**config.mk**
```make
export PLATFORM = sky130hd
export DESIGN_NAME = array_deque_with_search_core
export DESIGN_NICKNAME = d
export VERILOG_FILES = /design/src/adq_pkg.sv /design/src/adq_store.sv /design/src/adq_ctrl.sv /design/src/array_deque_with_search_core.sv
export SDC_FILE = /design/constraint.sdc
export NUM_CORES = 1
export LEC_CHECK = 0
export ABC_AREA = 1
export BUFFER_PORTS_ARGS = -buffer_cell sky130_fd_sc_hd__buf_2
export CAP_MARGIN = 20
export CORE_MARGIN = 8
export CORE_UTILIZATION = 60
export CTS_CLUSTER_DIAMETER = 120
export DETAILED_ROUTE_END_ITERATION = 6
export PLACE_DENSITY = 0.81
export SLEW_MARGIN = 20
export SYNTH_ARGS = -nofsm -noshare
export SYNTH_HDL_FRONTEND = slang
export SYNTH_HIERARCHICAL = 1
export SYNTH_SLANG_ARGS = --single-unit
```
**constraint.sdc**
```tcl
create_clock -name clk -period 7.36 [get_ports clk]
set_clock_uncertainty 0.1 [all_clocks]
set_input_delay 0.736 -clock clk [delete_from_list [all_inputs] [get_ports clk]]
set_output_delay 0.736 -clock clk [all_outputs]
set_load 0.1 [all_outputs]
```
**src/adq_pkg.sv**
```systemverilog
`timescale 1ns / 1ps
`default_nettype none
// ----------------------------------------------------------------------------
// adq_pkg
// Shared types and constants for the array deque with search: op codes,
// result status codes, controller states and the result beat struct.
// ----------------------------------------------------------------------------
package adq_pkg;

  // default number of slots in the store
  localparam int DEPTH_DEF = 8;

  // most results reported by one search or modify
  localparam int REPORT_LIMIT = 8;

  // fixed field widths
  localparam int OP_W   = 3;
  localparam int DATA_W = 32;
  localparam int POS_W  = 3;

  // op codes
  localparam logic [OP_W-1:0] OP_PUSH_BACK  = 3'd0;
  localparam logic [OP_W-1:0] OP_PUSH_FRONT = 3'd1;
  localparam logic [OP_W-1:0] OP_POP_BACK   = 3'd2;
  localparam logic [OP_W-1:0] OP_POP_FRONT  = 3'd3;
  localparam logic [OP_W-1:0] OP_SEARCH     = 3'd4;
  localparam logic [OP_W-1:0] OP_MODIFY     = 3'd5;

  // data returned by a pop on an empty deque
  localparam logic signed [DATA_W-1:0] POP_EMPTY_DATA = -32'sd1;

  // result status codes
  typedef enum logic [1:0] {
    STAT_OK        = 2'd0,
    STAT_FULL      = 2'd1,
    STAT_EMPTY     = 2'd2,
    STAT_NOT_FOUND = 2'd3
  } status_t;

  // controller states
  typedef enum logic [1:0] {
    ST_IDLE,
    ST_POP,
    ST_SCAN,
    ST_DONE
  } state_t;

  // one result beat handed from the controller to the output register
  typedef struct packed {
    logic                     valid;
    status_t                  status;
    logic signed [DATA_W-1:0] data;
    logic [POS_W-1:0]         position;
    logic                     last;
  } emit_t;

endpackage
`default_nettype wire

```
**src/adq_store.sv**
```systemverilog
`timescale 1ns / 1ps
`default_nettype none
// ----------------------------------------------------------------------------
// adq_store
// Slot memory of the deque: one write port and one read port with
// registered read data that holds while no read is issued.
// ----------------------------------------------------------------------------
module adq_store
  import adq_pkg::*;
#(
  parameter int DEPTH = DEPTH_DEF
) (
  input  wire logic                           clk,
  input  wire logic                           we,
  input  wire logic [$clog2(DEPTH)-1:0]       waddr,
  input  wire logic signed [DATA_W-1:0]       wdata,
  input  wire logic                           re,
  input  wire logic [$clog2(DEPTH)-1:0]       raddr,
  output logic signed [DATA_W-1:0]            rdata
);

  logic signed [DATA_W-1:0] mem [DEPTH];

  // write port
  always_ff @(posedge clk) begin
    if (we) begin
      mem[waddr] <= wdata;
    end
  end

  // registered read port
  always_ff @(posedge clk) begin
    if (re) begin
      rdata <= mem[raddr];
    end
  end

endmodule
`default_nettype wire

```
**src/adq_ctrl.sv**
```systemverilog
`timescale 1ns / 1ps
`default_nettype none
// ----------------------------------------------------------------------------
// adq_ctrl
// Sequencer of the deque: holds the front and back indices, runs pushes
// and pops, and walks the slots from front to back through the single
// comparator for search and modify.
// ----------------------------------------------------------------------------
module adq_ctrl
  import adq_pkg::*;
#(
  parameter int DEPTH = DEPTH_DEF
) (
  input  wire logic                           clk,
  input  wire logic                           rst,
  input  wire logic                           in_valid,
  output logic                                in_stall,
  input  wire logic [OP_W-1:0]                op,
  input  wire logic signed [DATA_W-1:0]       value,
  input  wire logic signed [DATA_W-1:0]       new_value,
  input  wire logic                           out_free,
  output emit_t                               emit,
  output logic                                we,
  output logic [$clog2(DEPTH)-1:0]            waddr,
  output logic signed [DATA_W-1:0]            wdata,
  output logic                                re,
  output logic [$clog2(DEPTH)-1:0]            raddr,
  input  wire logic signed [DATA_W-1:0]       rdata
);

  localparam int IDX_W = $clog2(DEPTH);
  localparam int CNT_W = $clog2(REPORT_LIMIT + 1);
  localparam logic [IDX_W-1:0] LAST_SLOT = IDX_W'(DEPTH - 1);
  localparam logic [CNT_W-1:0] CNT_LIMIT = CNT_W'(REPORT_LIMIT);

  state_t state, state_next;

  logic                     empty;
  logic [IDX_W-1:0]         front;
  logic [IDX_W-1:0]         back;
  logic [IDX_W-1:0]         idx;
  logic [IDX_W-1:0]         slot;
  logic signed [DATA_W-1:0] key;
  logic signed [DATA_W-1:0] repl;
  logic                     rewrite;
  logic [CNT_W-1:0]         cnt;
  logic                     pend_v;
  logic signed [DATA_W-1:0] pend_data;
  logic [IDX_W-1:0]         pend_pos;

  logic             accept;
  logic             is_push;
  logic             is_pop;
  logic             is_scan;
  logic             at_back;
  logic             push_full;
  logic [IDX_W-1:0] push_slot;
  logic [IDX_W-1:0] pop_slot;
  logic             hit;
  logic             take;
  logic             scan_go;
  logic             scan_end;

  // input handshake and op decode
  assign in_stall = !((state == ST_IDLE) && out_free);
  assign accept   = in_valid && !in_stall;
  assign is_push  = (op == OP_PUSH_BACK) || (op == OP_PUSH_FRONT);
  assign is_pop   = (op == OP_POP_BACK) || (op == OP_POP_FRONT);
  assign is_scan  = (op == OP_SEARCH) || (op == OP_MODIFY);
  assign at_back  = (op == OP_PUSH_BACK) || (op == OP_POP_BACK);

  // push and pop slot selection
  assign push_full = !empty && (at_back ? (back == LAST_SLOT) : (front == '0));
  assign push_slot = empty ? '0 : (at_back ? back + 1'b1 : front - 1'b1);
  assign pop_slot  = at_back ? back : front;

  // shared comparator
  assign hit      = (rdata == key);
  assign take     = hit && (cnt < CNT_LIMIT);
  assign scan_go  = !(take && pend_v && !out_free);
  assign scan_end = (idx == back);

  // next state
  always_comb begin
    state_next = state;
    case (state)
      ST_IDLE: begin
        if (accept && !empty && is_pop) begin
          state_next = ST_POP;
        end else if (accept && !empty && is_scan) begin
          state_next = ST_SCAN;
        end
      end
      ST_POP: begin
        if (out_free) begin
          state_next = ST_IDLE;
        end
      end
      ST_SCAN: begin
        if (scan_go && scan_end) begin
          state_next = ST_DONE;
        end
      end
      ST_DONE: begin
        if (out_free) begin
          state_next = ST_IDLE;
        end
      end
      default: state_next = ST_IDLE;
    endcase
  end

  // outputs: result beats and memory accesses
  always_comb begin
    emit  = '0;
    we    = 1'b0;
    waddr = idx;
    wdata = repl;
    re    = 1'b0;
    raddr = idx;
    case (state)
      ST_IDLE: begin
        if (accept && is_push) begin
          emit.valid  = 1'b1;
          emit.last   = 1'b1;
          emit.status = push_full ? STAT_FULL : STAT_OK;
          if (!push_full) begin
            we    = 1'b1;
            waddr = push_slot;
            wdata = value;
          end
        end else if (accept && is_pop) begin
          if (empty) begin
            emit.valid  = 1'b1;
            emit.last   = 1'b1;
            emit.status = STAT_EMPTY;
            emit.data   = POP_EMPTY_DATA;
          end else begin
            re    = 1'b1;
            raddr = pop_slot;
          end
        end else if (accept && is_scan) begin
          if (empty) begin
            emit.valid  = 1'b1;
            emit.last   = 1'b1;
            emit.status = STAT_EMPTY;
          end else begin
            re    = 1'b1;
            raddr = front;
          end
        end
      end
      ST_POP: begin
        emit.valid    = out_free;
        emit.status   = STAT_OK;
        emit.data     = rdata;
        emit.position = POS_W'(slot);
        emit.last     = 1'b1;
      end
      ST_SCAN: begin
        // a new match pushes the held one out, not as the final beat
        if (take && pend_v && out_free) begin
          emit.valid    = 1'b1;
          emit.status   = STAT_OK;
          emit.data     = pend_data;
          emit.position = POS_W'(pend_pos);
        end
        if (scan_go) begin
          if (hit && rewrite) begin
            we    = 1'b1;
            waddr = idx;
            wdata = repl;
          end
          if (!scan_end) begin
            re    = 1'b1;
            raddr = idx + 1'b1;
          end
        end
      end
      ST_DONE: begin
        emit.valid = out_free;
        emit.last  = 1'b1;
        if (pend_v) begin
          emit.status   = STAT_OK;
          emit.data     = pend_data;
          emit.position = POS_W'(pend_pos);
        end else begin
          emit.status = STAT_NOT_FOUND;
        end
      end
      default: ;
    endcase
  end

  // state and deque indices
  always_ff @(posedge clk) begin
    if (rst) begin
      state  <= ST_IDLE;
      empty  <= 1'b1;
      front  <= '0;
      back   <= '0;
      pend_v <= 1'b0;
      cnt    <= '0;
    end else begin
      state <= state_next;
      if (state == ST_IDLE && accept) begin
        if (is_push && !push_full) begin
          if (empty) begin
            empty <= 1'b0;
            front <= '0;
            back  <= '0;
          end else if (at_back) begin
            back <= back + 1'b1;
          end else begin
            front <= front - 1'b1;
          end
        end else if (is_pop && !empty) begin
          if (back == front) begin
            empty <= 1'b1;
            front <= '0;
            back  <= '0;
          end else if (at_back) begin
            back <= back - 1'b1;
          end else begin
            front <= front + 1'b1;
          end
        end else if (is_scan && !empty) begin
          pend_v <= 1'b0;
          cnt    <= '0;
        end
      end else if (state == ST_SCAN && scan_go && take) begin
        pend_v <= 1'b1;
        cnt    <= cnt + 1'b1;
      end
    end
  end

  // operation payload and scan position
  always_ff @(posedge clk) begin
    if (state == ST_IDLE && accept) begin
      slot    <= pop_slot;
      idx     <= front;
      key     <= value;
      repl    <= new_value;
      rewrite <= (op == OP_MODIFY);
    end else if (state == ST_SCAN && scan_go) begin
      if (take) begin
        pend_data <= rdata;
        pend_pos  <= idx;
      end
      if (!scan_end) begin
        idx <= idx + 1'b1;
      end
    end
  end

endmodule
`default_nettype wire

```
**src/array_deque_with_search_core.sv**
```systemverilog
`timescale 1ns / 1ps
`default_nettype none
// ----------------------------------------------------------------------------
// array_deque_with_search_core
// Array deque of DEPTH signed words with search and modify.
// ----------------------------------------------------------------------------
// A push ends once its beat is registered; the next item can follow right
// after it. A pop reads its word through the registered read port of the
// slot store. In a search or modify the read port streams the slots from
// front to back into one comparator, one slot per cycle save while a new
// match waits on a stalled output register, and a modify writes each match
// back through the write port in the same pass. Input is stalled while an
// item is in progress or a result beat sits stalled in the output register;
// a new item is taken only in a cycle where that register is empty or its
// beat is taken. Each push, pop, search or modify gives one or more beats,
// the final one marked by last; reserved ops give none. Search and modify
// report at most REPORT_LIMIT matches, lowest slots first.
// ----------------------------------------------------------------------------
module array_deque_with_search_core
  import adq_pkg::*;
#(
  parameter int DEPTH = DEPTH_DEF
) (
  input  wire logic                     clk,
  input  wire logic                     rst,
  input  wire logic                     in_valid,
  output logic                          in_stall,
  input  wire logic [OP_W-1:0]          op,
  input  wire logic signed [DATA_W-1:0] value,
  input  wire logic signed [DATA_W-1:0] new_value,
  output logic                          out_valid,
  input  wire logic                     out_stall,
  output logic [1:0]                    status,
  output logic signed [DATA_W-1:0]      data,
  output logic [POS_W-1:0]              position,
  output logic                          last
);

  localparam int IDX_W = $clog2(DEPTH);

  emit_t                    emit;
  logic                     out_free;
  logic                     we;
  logic [IDX_W-1:0]         waddr;
  logic signed [DATA_W-1:0] wdata;
  logic                     re;
  logic [IDX_W-1:0]         raddr;
  logic signed [DATA_W-1:0] rdata;

  // output register is free when empty or being taken this cycle
  assign out_free = !out_valid || !out_stall;

  // sequencer
  adq_ctrl #(
    .DEPTH (DEPTH)
  ) u_ctrl (
    .clk       (clk),
    .rst       (rst),
    .in_valid  (in_valid),
    .in_stall  (in_stall),
    .op        (op),
    .value     (value),
    .new_value (new_value),
    .out_free  (out_free),
    .emit      (emit),
    .we        (we),
    .waddr     (waddr),
    .wdata     (wdata),
    .re        (re),
    .raddr     (raddr),
    .rdata     (rdata)
  );

  // slot store
  adq_store #(
    .DEPTH (DEPTH)
  ) u_store (
    .clk   (clk),
    .we    (we),
    .waddr (waddr),
    .wdata (wdata),
    .re    (re),
    .raddr (raddr),
    .rdata (rdata)
  );

  // output beat valid
  always_ff @(posedge clk) begin
    if (rst) begin
      out_valid <= 1'b0;
    end else if (emit.valid) begin
      out_valid <= 1'b1;
    end else if (!out_stall) begin
      out_valid <= 1'b0;
    end
  end

  // output beat payload
  always_ff @(posedge clk) begin
    if (emit.valid) begin
      status   <= emit.status;
      data     <= emit.data;
      position <= emit.position;
      last     <= emit.last;
    end
  end

endmodule
`default_nettype wire

```
==> results.sh, run 1 <==
export IMPL_maximum_capacitance_violations=0
export IMPL_clock_tree_root_cell="clkbuf_16"
export IMPL_ports=111
export IMPL_antenna_cells=0
export IMPL_detail_route_antenna_nets=0
export IMPL_setup_viol_count_final=0
export IMPL_crit_required_ns=7.67
export IMPL_dpl_hpwl_um=27400
export IMPL_via_count=13446
export IMPL_synth_ff_latch_count=447
export IMPL_grt_first_pass_wirelength_um=68500
export IMPL_synth_net_count=1991
export IMPL_finalHoldWorstSlack_ns=0.267
export IMPL_cts_hold_fix_buffers=0
export IMPL_worst_skew_pair_late_latency_ns=0.54
export IMPL_post_place_ws_ns=2.05
export IMPL_die_area_mm2=0.0387
export IMPL_drcViolationCount=0
export IMPL_critical_path_slowest_cell="clkinv_2"
export IMPL_peakVddDrop_mv=0.215
export IMPL_timing_max_slew_rel_slack_pct=30.2
export IMPL_final_period_utilization_pct=69.4
export IMPL_globalRouteOverflowTotal=0
export IMPL_cts_num_sinks=447
export IMPL_fp_coreArea_mm2=0.0324
export IMPL_setup_tns_final_ns=0
export IMPL_synth_sequential_area_ratio_pct=67.8
export IMPL_starting_density_of_the_core_pct=60.5
export IMPL_place_gp_congestion=0.945
export IMPL_tightest_slew_ns=1.05
export IMPL_timing_worst_setup_path_type="reg2reg"
export IMPL_detail_route_wl_per_cell_um=17.6
export IMPL_die_height_um=197
export IMPL_fmax_ghz=0.196
export IMPL_critical_path_max_stage_delay_ns=0.71
export IMPL_end_kind="register"
export IMPL_grt_antenna_before_repair=0
export IMPL_track_usage_pct=22.5
export IMPL_drt_initial_drc_count=1715
export IMPL_tritoncts="built"
export IMPL_clk_pin_slew_worst_paths_ns=0.06
export IMPL_finalCriticalPeriod_ns=5.11
export IMPL_dominantRegCellSynth="edfxtp_1"
export IMPL_power_leakage_nw=9.78
export IMPL_die_extent_in_x_um=197
export IMPL_mostFrequentLayoutCell="nand2_1"
export IMPL_synth_cell_types=40
export IMPL_first_global_vias=13044
export IMPL_cts_buffer_depth=3
export IMPL_power_density_mw_per_mm2=393
export IMPL_row_count=66
export IMPL_drt_pass1_iterations=6
export IMPL_hold_viol_final=0
export IMPL_fraction_of_layout_instances_using_a_drive_strength_above_1_pct=11.7
export IMPL_critical_path_startpoint_type="register"
export IMPL_finalWirelength_um=44100
export IMPL_cp_data_arrival_time_ns=5.42
export IMPL_final_cell_mix="nand2_1, edfxtp_1, inv_1"
export IMPL_post_cts_resized=0
export IMPL_critPathTopFamily="buffers and inverters"
export IMPL_run_status="finished, final reports clean"
export IMPL_hold_path_class="in2reg"
export IMPL_routed_via_density=5.38
export IMPL_cts_setup_buffers=0
export IMPL_synthCells=1912
export IMPL_synth_cell_area_mm2=0.0196
export IMPL_yosysWarnings=6
export IMPL_portBuffers=110
export IMPL_area_delta_synth_final_pct=12.4
export IMPL_rsz0062_at_grt="no"
export IMPL_cp_buffers_inverters=3
export IMPL_synth_edf_count=432
export IMPL_cts_made_buffers=45
export IMPL_asyncSetResetFlopFracSynth_pct=0
export IMPL_timing_critical_path_cells="nand2_1, nand2_1, nor2_1, nand2_1, nor2_1, nand2_1, nor2_4, nand4_2, a21oi_1, o21ai_0, o211ai_1, buf_4, clkinv_2, buf_4, nand2_1, nand3_1, nand2_1, nand2_1, nand2_1"
export IMPL_grt_start_max_net_pins=91
export IMPL_final_setup_worst_slack_ns=2.25
export IMPL_timing_critical_path_mode_cell="nand2_1"
export IMPL_cp_max_fo=90
export IMPL_synthesis_area_per_instance_um2=10.2
export IMPL_timing_final_max_slew_violations=0
export IMPL_final_nets=2101
export IMPL_htreeDepth=2
-- routing by layer --
layer	vias to the layer above	global-route usage, %	part of all wire, %	routed length (um)
met5	-	0	0	0
met4	0	7.50	2.3	1020
met3	100	2.64	9.6	4230
met2	724	38.3	49	21500
met1	6309	30.0	39	17300
li1	6313	-	-	-
-- logic make-up after synthesis --
kind of cell | share of synthesized area, %
compound gates | 1.99
xor+xnor | 0.582
fa+ha+maj | 0.511
buf+inv | 8.98
flops | 67.8
simple gates | 20.1
-- layout make-up --
class | count | area (um2)
clock buffers | 54 | 1200
multi-input cells | 1047 | 4610
repair buffers | 131 | 728
well taps | 442 | 553
inverters | 350 | 1320
fillers | 2297 | 10400
flip-flops and latches | 447 | 13300
clock inverters | 28 | 314
-- sequential cells by signal, summed over array words and instances (netlist names), 2 cells and up --
register and flops:
u_ctrl/state 2, u_ctrl/pend_pos 3, position 3, status 2, u_ctrl/idx 3, u_ctrl/back 3
u_store/rdata 32, u_ctrl/repl 32, u_ctrl/slot 3, data 32, u_ctrl/key 32, u_ctrl/pend_data 32
u_ctrl/front 3, u_store/mem 256, u_ctrl/cnt 4
-- power breakdown --
group          switching (mW)  leakage, nW  total [mW]  internal, mW
clock                   0.926        0.745        2.34          1.41
sequential              0.189         4.10        3.47          3.28
combinational            2.15         4.94        2.84         0.697
total                    3.26         9.78        8.65          5.39
-- cells in the mapped netlist, types with 4 or more instances --
master | count | area, um2
xnor2_1 | 6 | 52.6
buf_4 | 8 | 60.1
nand2_2 | 4 | 25.0
inv_1 | 341 | 1280
nand2_1 | 710 | 2670
dfxtp_1 | 15 | 300
o21ai_0 | 19 | 95.1
buf_6 | 15 | 169
nor2_1 | 63 | 236
o21ai_1 | 4 | 20.0
clkbuf_1 | 12 | 45.0
buf_2 | 27 | 135
a21oi_1 | 21 | 105
nor2_4 | 4 | 45.0
xor2_1 | 7 | 61.3
ha_1 | 8 | 100
edfxtp_1 | 432 | 13000
inv_2 | 6 | 22.5
buf_1 | 5 | 18.8
nand3_1 | 170 | 851
-- worst paths after layout --
path	slack, ns	cells after the start	end	from
worst max-delay path	2.25	19	u_store/rdata[19]	u_store/rdata[16]
worst min-delay path	0.27	1	u_ctrl/repl[12]	new_value[12]
worst min register to register	0.37	2	u_ctrl/cnt[3]	u_ctrl/cnt[3]
worst max register to register	2.25	19	u_store/rdata[19]	u_store/rdata[16]
-- worst register-to-register path: stages (launching register included) --
cell and delay (ns):
edfxtp_1 0.53, nand2_1 0.15, nand2_1 0.06, nor2_1 0.19, nand2_1 0.09, nor2_1 0.24
nand2_1 0.14, nor2_4 0.21, nand4_2 0.23, a21oi_1 0.21, o21ai_0 0.11, o211ai_1 0.11
buf_4 0.61, clkinv_2 0.75, buf_4 0.65, nand2_1 0.23, nand3_1 0.08, nand2_1 0.14
nand2_1 0.07, nand2_1 0.09
-- metrics by stage --
step	cells	utilization, %	total power [mW]	instance area [um2]
2_1_floorplan	1912	-	5.64	19600
3_3_place_gp	2416	63.2	6.17	20500
3_5_place_dp	2416	63.2	6.30	20500
4_1_cts	2498	67.9	8.64	22000
5_1_grt	2499	68.0	9.07	22000
6_report	2499	68.0	8.65	22000
No activity file was read; power rests on OpenSTA's default activity.
==> run 2: changes to the inputs <==
--- a/config.mk
+++ b/config.mk
@@ -5,7 +5,7 @@
 export SDC_FILE = /design/constraint.sdc
 export NUM_CORES = 1
 export LEC_CHECK = 0
-export ABC_AREA = 1
+export ABC_AREA = 0
 export BUFFER_PORTS_ARGS = -buffer_cell sky130_fd_sc_hd__buf_2
 export CAP_MARGIN = 20
 export CORE_MARGIN = 8
==> constraint.sdc (replaced) <==
create_clock -name clk -period 5.1 [get_ports clk]
set_clock_uncertainty 0.1 [all_clocks]
set_input_delay 0.51 -clock clk [delete_from_list [all_inputs] [get_ports clk]]
set_output_delay 0.51 -clock clk [all_outputs]
set_load 0.1 [all_outputs]
==> run 2 against run 1 <==
Clock power up 45%; final cell count decreased by 40%; critical path type unchanged; sequential share of layout area increased by 3.6 points; non-clock buffer count is 5 higher; hold slack worse by 0.24 ns; power fell by 0.72%; core utilization up 1.9 points; global-route usage decreased by 0.67 points; area after synthesis is 7.2% lower; cell area decreased by 5.6%; highest routed layer is now met5; critical endpoint is now u_store/rdata[4]; via count fell by 29%.
==> results.sh, run 2 <==
export IMPL_finalHoldWorstSlack_ns=0.0310
export IMPL_portBuffers=110
export IMPL_grt_first_pass_wirelength_um=59000
export IMPL_yosys_top_cells_area="edfxtp_1, mux4_1, mux2_2, mux4_2, a221o_1"
export IMPL_die_height_um=190
export IMPL_netlist_top_cell_by_area="edfxtp_1"
export IMPL_final_setup_worst_slack_ns=1.01
export IMPL_dpl_hpwl_um=23600
export IMPL_worst_r2r_setup_slack_ns=1.01
export IMPL_register_area_mm2=0.0133
export IMPL_cts_buffer_depth=3
export IMPL_ports=111
export IMPL_setup_tns_final_ns=0
export IMPL_die_area_mm2=0.0361
export IMPL_place_gp_congestion=0.884
export IMPL_asyncSetResetFlopFracSynth_pct=0
export IMPL_regMostFlops="u_store/mem"
export IMPL_n_fill_cell=1830
export IMPL_yosys_top_cells_count="edfxtp_1, mux2_2, mux4_1"
export IMPL_mostFrequentLayoutCell="edfxtp_1"
export IMPL_detail_route_wl_per_cell_um=26.4
export IMPL_synth_ff_latch_count=447
export IMPL_timing_worst_setup_path_type="reg2reg"
export IMPL_track_usage_pct=21.8
export IMPL_finalCriticalPeriod_ns=4.09
export IMPL_row_count=63
export IMPL_end_kind="register"
export IMPL_synthCells=942
export IMPL_tightest_slew_ns=0.906
export IMPL_synth_cell_area_mm2=0.0182
export IMPL_htreeDepth=2
export IMPL_fraction_of_layout_instances_using_a_drive_strength_above_1_pct=29.6
export IMPL_synth_cell_types=70
export IMPL_final_cell_mix="edfxtp_1, buf_2, mux2_2"
export IMPL_post_place_ws_ns=1.04
export IMPL_synth_net_count=1021
export IMPL_drt_initial_drc_count=850
export IMPL_tritoncts="built"
export IMPL_fp_coreArea_mm2=0.0297
export IMPL_cts_made_buffers=45
export IMPL_routed_via_density=6.35
export IMPL_timing_final_max_slew_violations=0
export IMPL_hold_path_class="in2reg"
export IMPL_timing_max_slew_rel_slack_pct=39.6
export IMPL_numPlacedInstances=1418
export IMPL_detail_route_antenna_nets=0
export IMPL_finalWirelength_um=39500
export IMPL_grt_antenna_before_repair=1
export IMPL_critical_path_startpoint_type="register"
export IMPL_dominantRegCellSynth="edfxtp_1"
export IMPL_synth_edf_count=432
export IMPL_final_nets=1154
export IMPL_rsz0062_at_grt="no"
export IMPL_area_delta_synth_final_pct=14.3
export IMPL_cts_num_sinks=447
export IMPL_worst_skew_pair_late_latency_ns=0.55
export IMPL_yosysWarnings=6
export IMPL_cp_data_arrival_time_ns=4.28
export IMPL_drcViolationCount=0
export IMPL_die_extent_in_x_um=190
export IMPL_first_global_vias=9779
export IMPL_synth_top_area_share_pct=71.4
export IMPL_power_density_mw_per_mm2=414
export IMPL_crit_required_ns=5.29
export IMPL_maximum_capacitance_violations=0
export IMPL_synthesis_area_per_instance_um2=19.3
export IMPL_fmax_ghz=0.245
export IMPL_largest_reg_flops=256
export IMPL_starting_density_of_the_core_pct=61.1
export IMPL_hold_viol_final=0
export IMPL_globalRouteOverflowTotal=0
export IMPL_synth_sequential_area_ratio_pct=73.1
export IMPL_clk_pin_slew_worst_paths_ns=0.06
export IMPL_via_count=9516
export IMPL_clock_tree_root_cell="clkbuf_16"
export IMPL_cp_max_fo=41
export IMPL_antenna_cells=0
export IMPL_synth_most_common_cell="edfxtp_1"
export IMPL_grt_start_max_net_pins=65
export IMPL_peakVddDrop_mv=0.285
export IMPL_cts_hold_fix_buffers=0
export IMPL_setup_viol_count_final=0
export IMPL_power_leakage_nw=7.10
export IMPL_total_power_mw=8.59
export IMPL_run_status="finished, final reports clean"
export IMPL_cts_setup_buffers=0
export IMPL_post_cts_resized=0
export IMPL_multi_input_area_mm2=0.00464
export IMPL_final_cells=1499
export IMPL_final_period_utilization_pct=80.1
export IMPL_drt_pass1_iterations=6
[run 2: changes by cell type after synthesis, moves of 15 or more]
cell and delta:
nand3_1 -158, xnor2_1 +30, inv_1 -329, mux2_2 +51, a221o_1 +32, mux2_4 +17
buf_2 -15, mux4_2 +24, nand2_1 -681, mux4_1 +40, nor2_1 -26
[run 2: final timing paths]
path | cells after the start | to | start
worst min-delay path | 1 | u_ctrl/repl[20] | new_value[20]
worst max-delay path | 9 | u_store/rdata[4] | u_store/rdata[10]
worst min register to register | 2 | u_ctrl/cnt[1] | u_ctrl/cnt[1]
worst max register to register | 9 | u_store/rdata[4] | u_store/rdata[10]
[run 2: final cells by class]
| cell class | instances | area share [%] |
|---|---|---|
| Clock buffer | 58 | 5.81 |
| Clock inverter | 23 | 1.56 |
| Inverter | 13 | 0.241 |
| Multi-Input combinational cell | 432 | 22.3 |
| Sequential cell | 447 | 63.9 |
| Tap cell | 390 | 2.35 |
| Timing Repair Buffer | 136 | 3.75 |
[run 2: kinds of logic (layout without fill, tap and decap cells)]
kind of cell	count (synthesis)	count (layout)	share of synthesized area (%)
AOI/OAI and AO/OA	116	116	4.99
xor gates and xnor gates	40	40	1.93
adders and majority gates	8	8	0.551
buffers and inverters	63	230	1.86
DFF	447	447	73.1
muxes	136	136	13.6
and+or+nand+nor	132	132	3.95
[run 2: metal layers]
metal | up-vias | wire [um] | part of all wire (%) | global-route usage [%]
li1 | 4128 | - | - | -
met1 | 4824 | 15600 | 39 | 28.6
met2 | 470 | 19200 | 49 | 35.9
met3 | 92 | 3390 | 8.6 | 4.69
met4 | 2 | 1390 | 3.5 | 7.88
met5 | - | 13 | 0.033 | 0
[run 2: where the power goes]
group	internal (mW)	switching [mW]
combinational	0.352	0.603
sequential	4.19	0.0554
clock	2.04	1.35
[run 2: worst max-delay path: stages (launching register included)]
cell      delay (ns)
edfxtp_1        0.45
xnor2_1         0.30
nand4_1         0.18
nor4_2          0.43
nand3_2         0.35
mux2i_1         0.35
nand3_4         0.45
buf_12          0.39
mux4_1          0.50
mux2_2          0.29
[run 2: through the flow]
step	utilization (%)	instance area [um2]
detailed placement	64.7	19200
CTS	69.8	20800
global placement	64.6	19200
global route	69.8	20800
finish	69.8	20800
floorplan	-	18200
==> run 3: changes to the inputs <==
--- a/config.mk
+++ b/config.mk
@@ -9,10 +9,10 @@
 export BUFFER_PORTS_ARGS = -buffer_cell sky130_fd_sc_hd__buf_2
 export CAP_MARGIN = 20
 export CORE_MARGIN = 8
-export CORE_UTILIZATION = 60
+export CORE_UTILIZATION = 55
 export CTS_CLUSTER_DIAMETER = 120
 export DETAILED_ROUTE_END_ITERATION = 6
-export PLACE_DENSITY = 0.81
+export PLACE_DENSITY = 0.78
 export SLEW_MARGIN = 20
 export SYNTH_ARGS = -nofsm -noshare
 export SYNTH_HDL_FRONTEND = slang
==> constraint.sdc (replaced) <==
create_clock -name clk -period 3.33 [get_ports clk]
set_clock_uncertainty 0.1 [all_clocks]
set_input_delay 0.333 -clock clk [delete_from_list [all_inputs] [get_ports clk]]
set_output_delay 0.333 -clock clk [all_outputs]
set_load 0.1 [all_outputs]
==> run 3 against run 2 <==
Sequential power up 53%; non-clock buffer count up 115; setup slack worse by 0.92 ns; global-route usage down 1.1 points; final cell count up 11%; clock power up 38%; die area up 8.3%; combinational power up 76%; critical path type unchanged; largest power group unchanged; highest routed layer is now met4.
==> results.sh, run 3 (synthesis results as in run 2) <==
export IMPL_run_status="finished, final reports clean"
export IMPL_worst_hold_startpoint="op[0]"
export IMPL_largest_reg_flops=256
export IMPL_critPathTopFamily="simple AND/OR/NAND/NOR gates"
export IMPL_ports=111
export IMPL_power_leakage_nw=7.52
export IMPL_starting_density_of_the_core_pct=55.8
export IMPL_critical_path_max_stage_delay_ns=0.45
export IMPL_place_gp_congestion=0.903
export IMPL_grt_first_pass_wirelength_um=61300
export IMPL_timing_rr_start="u_store/rdata[15]"
export IMPL_drt_initial_drc_count=887
export IMPL_die_area_mm2=0.0391
export IMPL_numPlacedInstances=1516
export IMPL_first_global_vias=9965
export IMPL_final_period_utilization_pct=97.1
export IMPL_placed_cell_area_mm2=0.0198
export IMPL_finalCriticalPeriod_ns=3.23
export IMPL_n_fill_cell=2117
export IMPL_dpl_hpwl_um=25600
export IMPL_area_delta_synth_final_pct=20.5
export IMPL_regMostFlops="u_store/mem"
export IMPL_detail_route_antenna_nets=0
export IMPL_register_area_mm2=0.0133
export IMPL_htreeDepth=2
export IMPL_timing_critical_path_mode_cell="buf_4"
export IMPL_tightest_slew_ns=1.02
export IMPL_end_kind="register"
export IMPL_finalWirelength_um=40500
export IMPL_track_usage_pct=20.7
export IMPL_antenna_cells=0
export IMPL_reg2regPathDepth=11
export IMPL_cp_data_arrival_time_ns=3.43
export IMPL_cp_buffers_inverters=3
export IMPL_multi_input_area_mm2=0.00462
export IMPL_hold_viol_final=0
export IMPL_drcViolationCount=0
export IMPL_worst_skew_pair_late_latency_ns=0.55
export IMPL_detail_route_wl_per_cell_um=24.3
export IMPL_drt_pass1_iterations=5
export IMPL_timing_max_slew_rel_slack_pct=31.4
export IMPL_globalRouteOverflowTotal=0
export IMPL_grt_antenna_before_repair=0
export IMPL_grt_start_max_net_pins=54
export IMPL_final_area_mm2=0.0219
export IMPL_critical_path_slowest_cell="edfxtp_1"
export IMPL_cp_max_fo=25
export IMPL_clock_tree_root_cell="clkbuf_16"
export IMPL_cts_buffer_depth=3
export IMPL_maximum_capacitance_violations=0
export IMPL_crit_required_ns=3.52
export IMPL_timing_final_max_slew_violations=0
export IMPL_timing_critical_path_cells="xnor2_2, nand4_1, nor4_4, nand3_2, buf_4, o21ai_1, buf_4, o311ai_4, buf_12, mux4_2, mux2_2"
export IMPL_end_point_of_the_most_critical_hold_path="u_ctrl/rewrite"
export IMPL_clk_pin_slew_worst_paths_ns=0.06
export IMPL_peakVddDrop_mv=0.486
export IMPL_worst_r2r_setup_slack_ns=0.1
export IMPL_routed_via_density=5.91
export IMPL_fmax_ghz=0.309
export IMPL_hold_path_class="in2reg"
export IMPL_portBuffers=110
export IMPL_cts_made_buffers=45
export IMPL_via_count=9848
export IMPL_final_nets=1269
export IMPL_timing_rr_end="u_store/rdata[4]"
export IMPL_final_cell_mix="edfxtp_1, buf_2, dlygate4sd3_1"
export IMPL_fp_coreArea_mm2=0.0325
export IMPL_cts_num_sinks=447
export IMPL_setup_viol_count_final=0
export IMPL_final_core_utilization_pct=67.2
export IMPL_die_height_um=198
export IMPL_row_count=66
export IMPL_hold_path_depth=3
export IMPL_final_cells=1665
export IMPL_timing_worst_setup_path_type="reg2reg"
export IMPL_critical_path_startpoint_type="register"
export IMPL_fraction_of_layout_instances_using_a_drive_strength_above_1_pct=34.3
export IMPL_power_density_mw_per_mm2=588
export IMPL_die_extent_in_x_um=198
export IMPL_mostFrequentLayoutCell="edfxtp_1"
export IMPL_tritoncts="built"
[run 3: cell types whose count changed in the layout (fill, tap and decap cells not counted), moves of 6 or more]
cell,before,now
mux2_2,51,45
xnor2_1,36,30
mux2_4,17,23
mux4_2,24,60
bufinv_16,7,1
buf_4,23,57
mux4_1,40,4
xnor2_2,0,6
buf_12,2,18
dlygate4sd3_1,0,66
[run 3: worst max path at each step]
stage | startpoint | to | slack, ns | cells after the start
6_report | u_store/rdata[15] | u_store/rdata[4] | 0.1 | 11
3_5_place_dp | u_store/rdata[19] | u_store/rdata[4] | -0.06 | 12
2_1_floorplan | u_ctrl/front[0] | u_store/mem[4][0] | -0.44 | 11
4_1_cts | u_store/rdata[15] | u_store/rdata[4] | 0.0003 | 11
3_3_place_gp | op[2] | u_store/rdata[5] | 0.05 | 11
5_1_grt | u_ctrl/front[1] | u_store/mem[4][20] | -0.03 | 10
[run 3: power breakdown]
part | switching (mW) | total [mW] | internal, mW
logic | 0.991 | 1.68 | 0.693
clock network | 2.05 | 4.68 | 2.63
registers | 0.0723 | 6.49 | 6.42
total | 3.11 | 12.9 | 9.75
[run 3: worst reg2reg max path: cells and delay by family, from the launching register on]
kind	cells	cell delay, ns
flip-flops	1	0.45
buffers and inverters	3	0.56
XOR/XNOR	1	0.27
multiplexers	2	0.64
AO/OA/AOI/OAI	2	0.31
AND/OR/NAND/NOR	3	0.66
[run 3: what timing repair did]
item                                   in CTS  in global routing
pin swaps                                   0                  3
endpoints found under the hold margin      67                  0
buffers inserted                            0                  3
setup endpoints to repair                 191                164
gates cloned                                0                  0
hold buffers                               66                  0
gates resized for setup                     7                  5
[run 3: per-stage QoR]
stage / hold slack, ns / total power, mW / setup slack, ns / setup TNS, ns
2_1_floorplan: 0.296 / 7.81 / -0.437 / -55.94
3_3_place_gp: 0.374 / 8.19 / 0.0548 / 0
3_5_place_dp: 0.391 / 8.22 / -0.0592 / -0.492
4_1_cts: 0.144 / 12.9 / 0.000306 / 0
5_1_grt: 0.161 / 13.2 / -0.0281 / -0.277
6_report: 0.161 / 12.9 / 0.0966 / 0
[run 3: area by class of cell]
type / count / share of cell area (%)
clock inverter: 21 / 0.755
multi-input combinational: 432 / 21.1
inverter: 13 / 0.240
tap: 442 / 2.53
clock buffer: 59 / 5.49
sequential: 447 / 60.7
timing repair buffer: 251 / 9.14
[run 3: layer usage]
layer  GRT usage, %  share of wire, %  up-vias  wire, um
met5              0                 0        -         0
met4           5.56               2.0        0       823
met3           3.58               6.7       62      2730
met2           35.7                51      416     20700
met1           27.0                40     5040     16300
li1               -                 -     4330         -
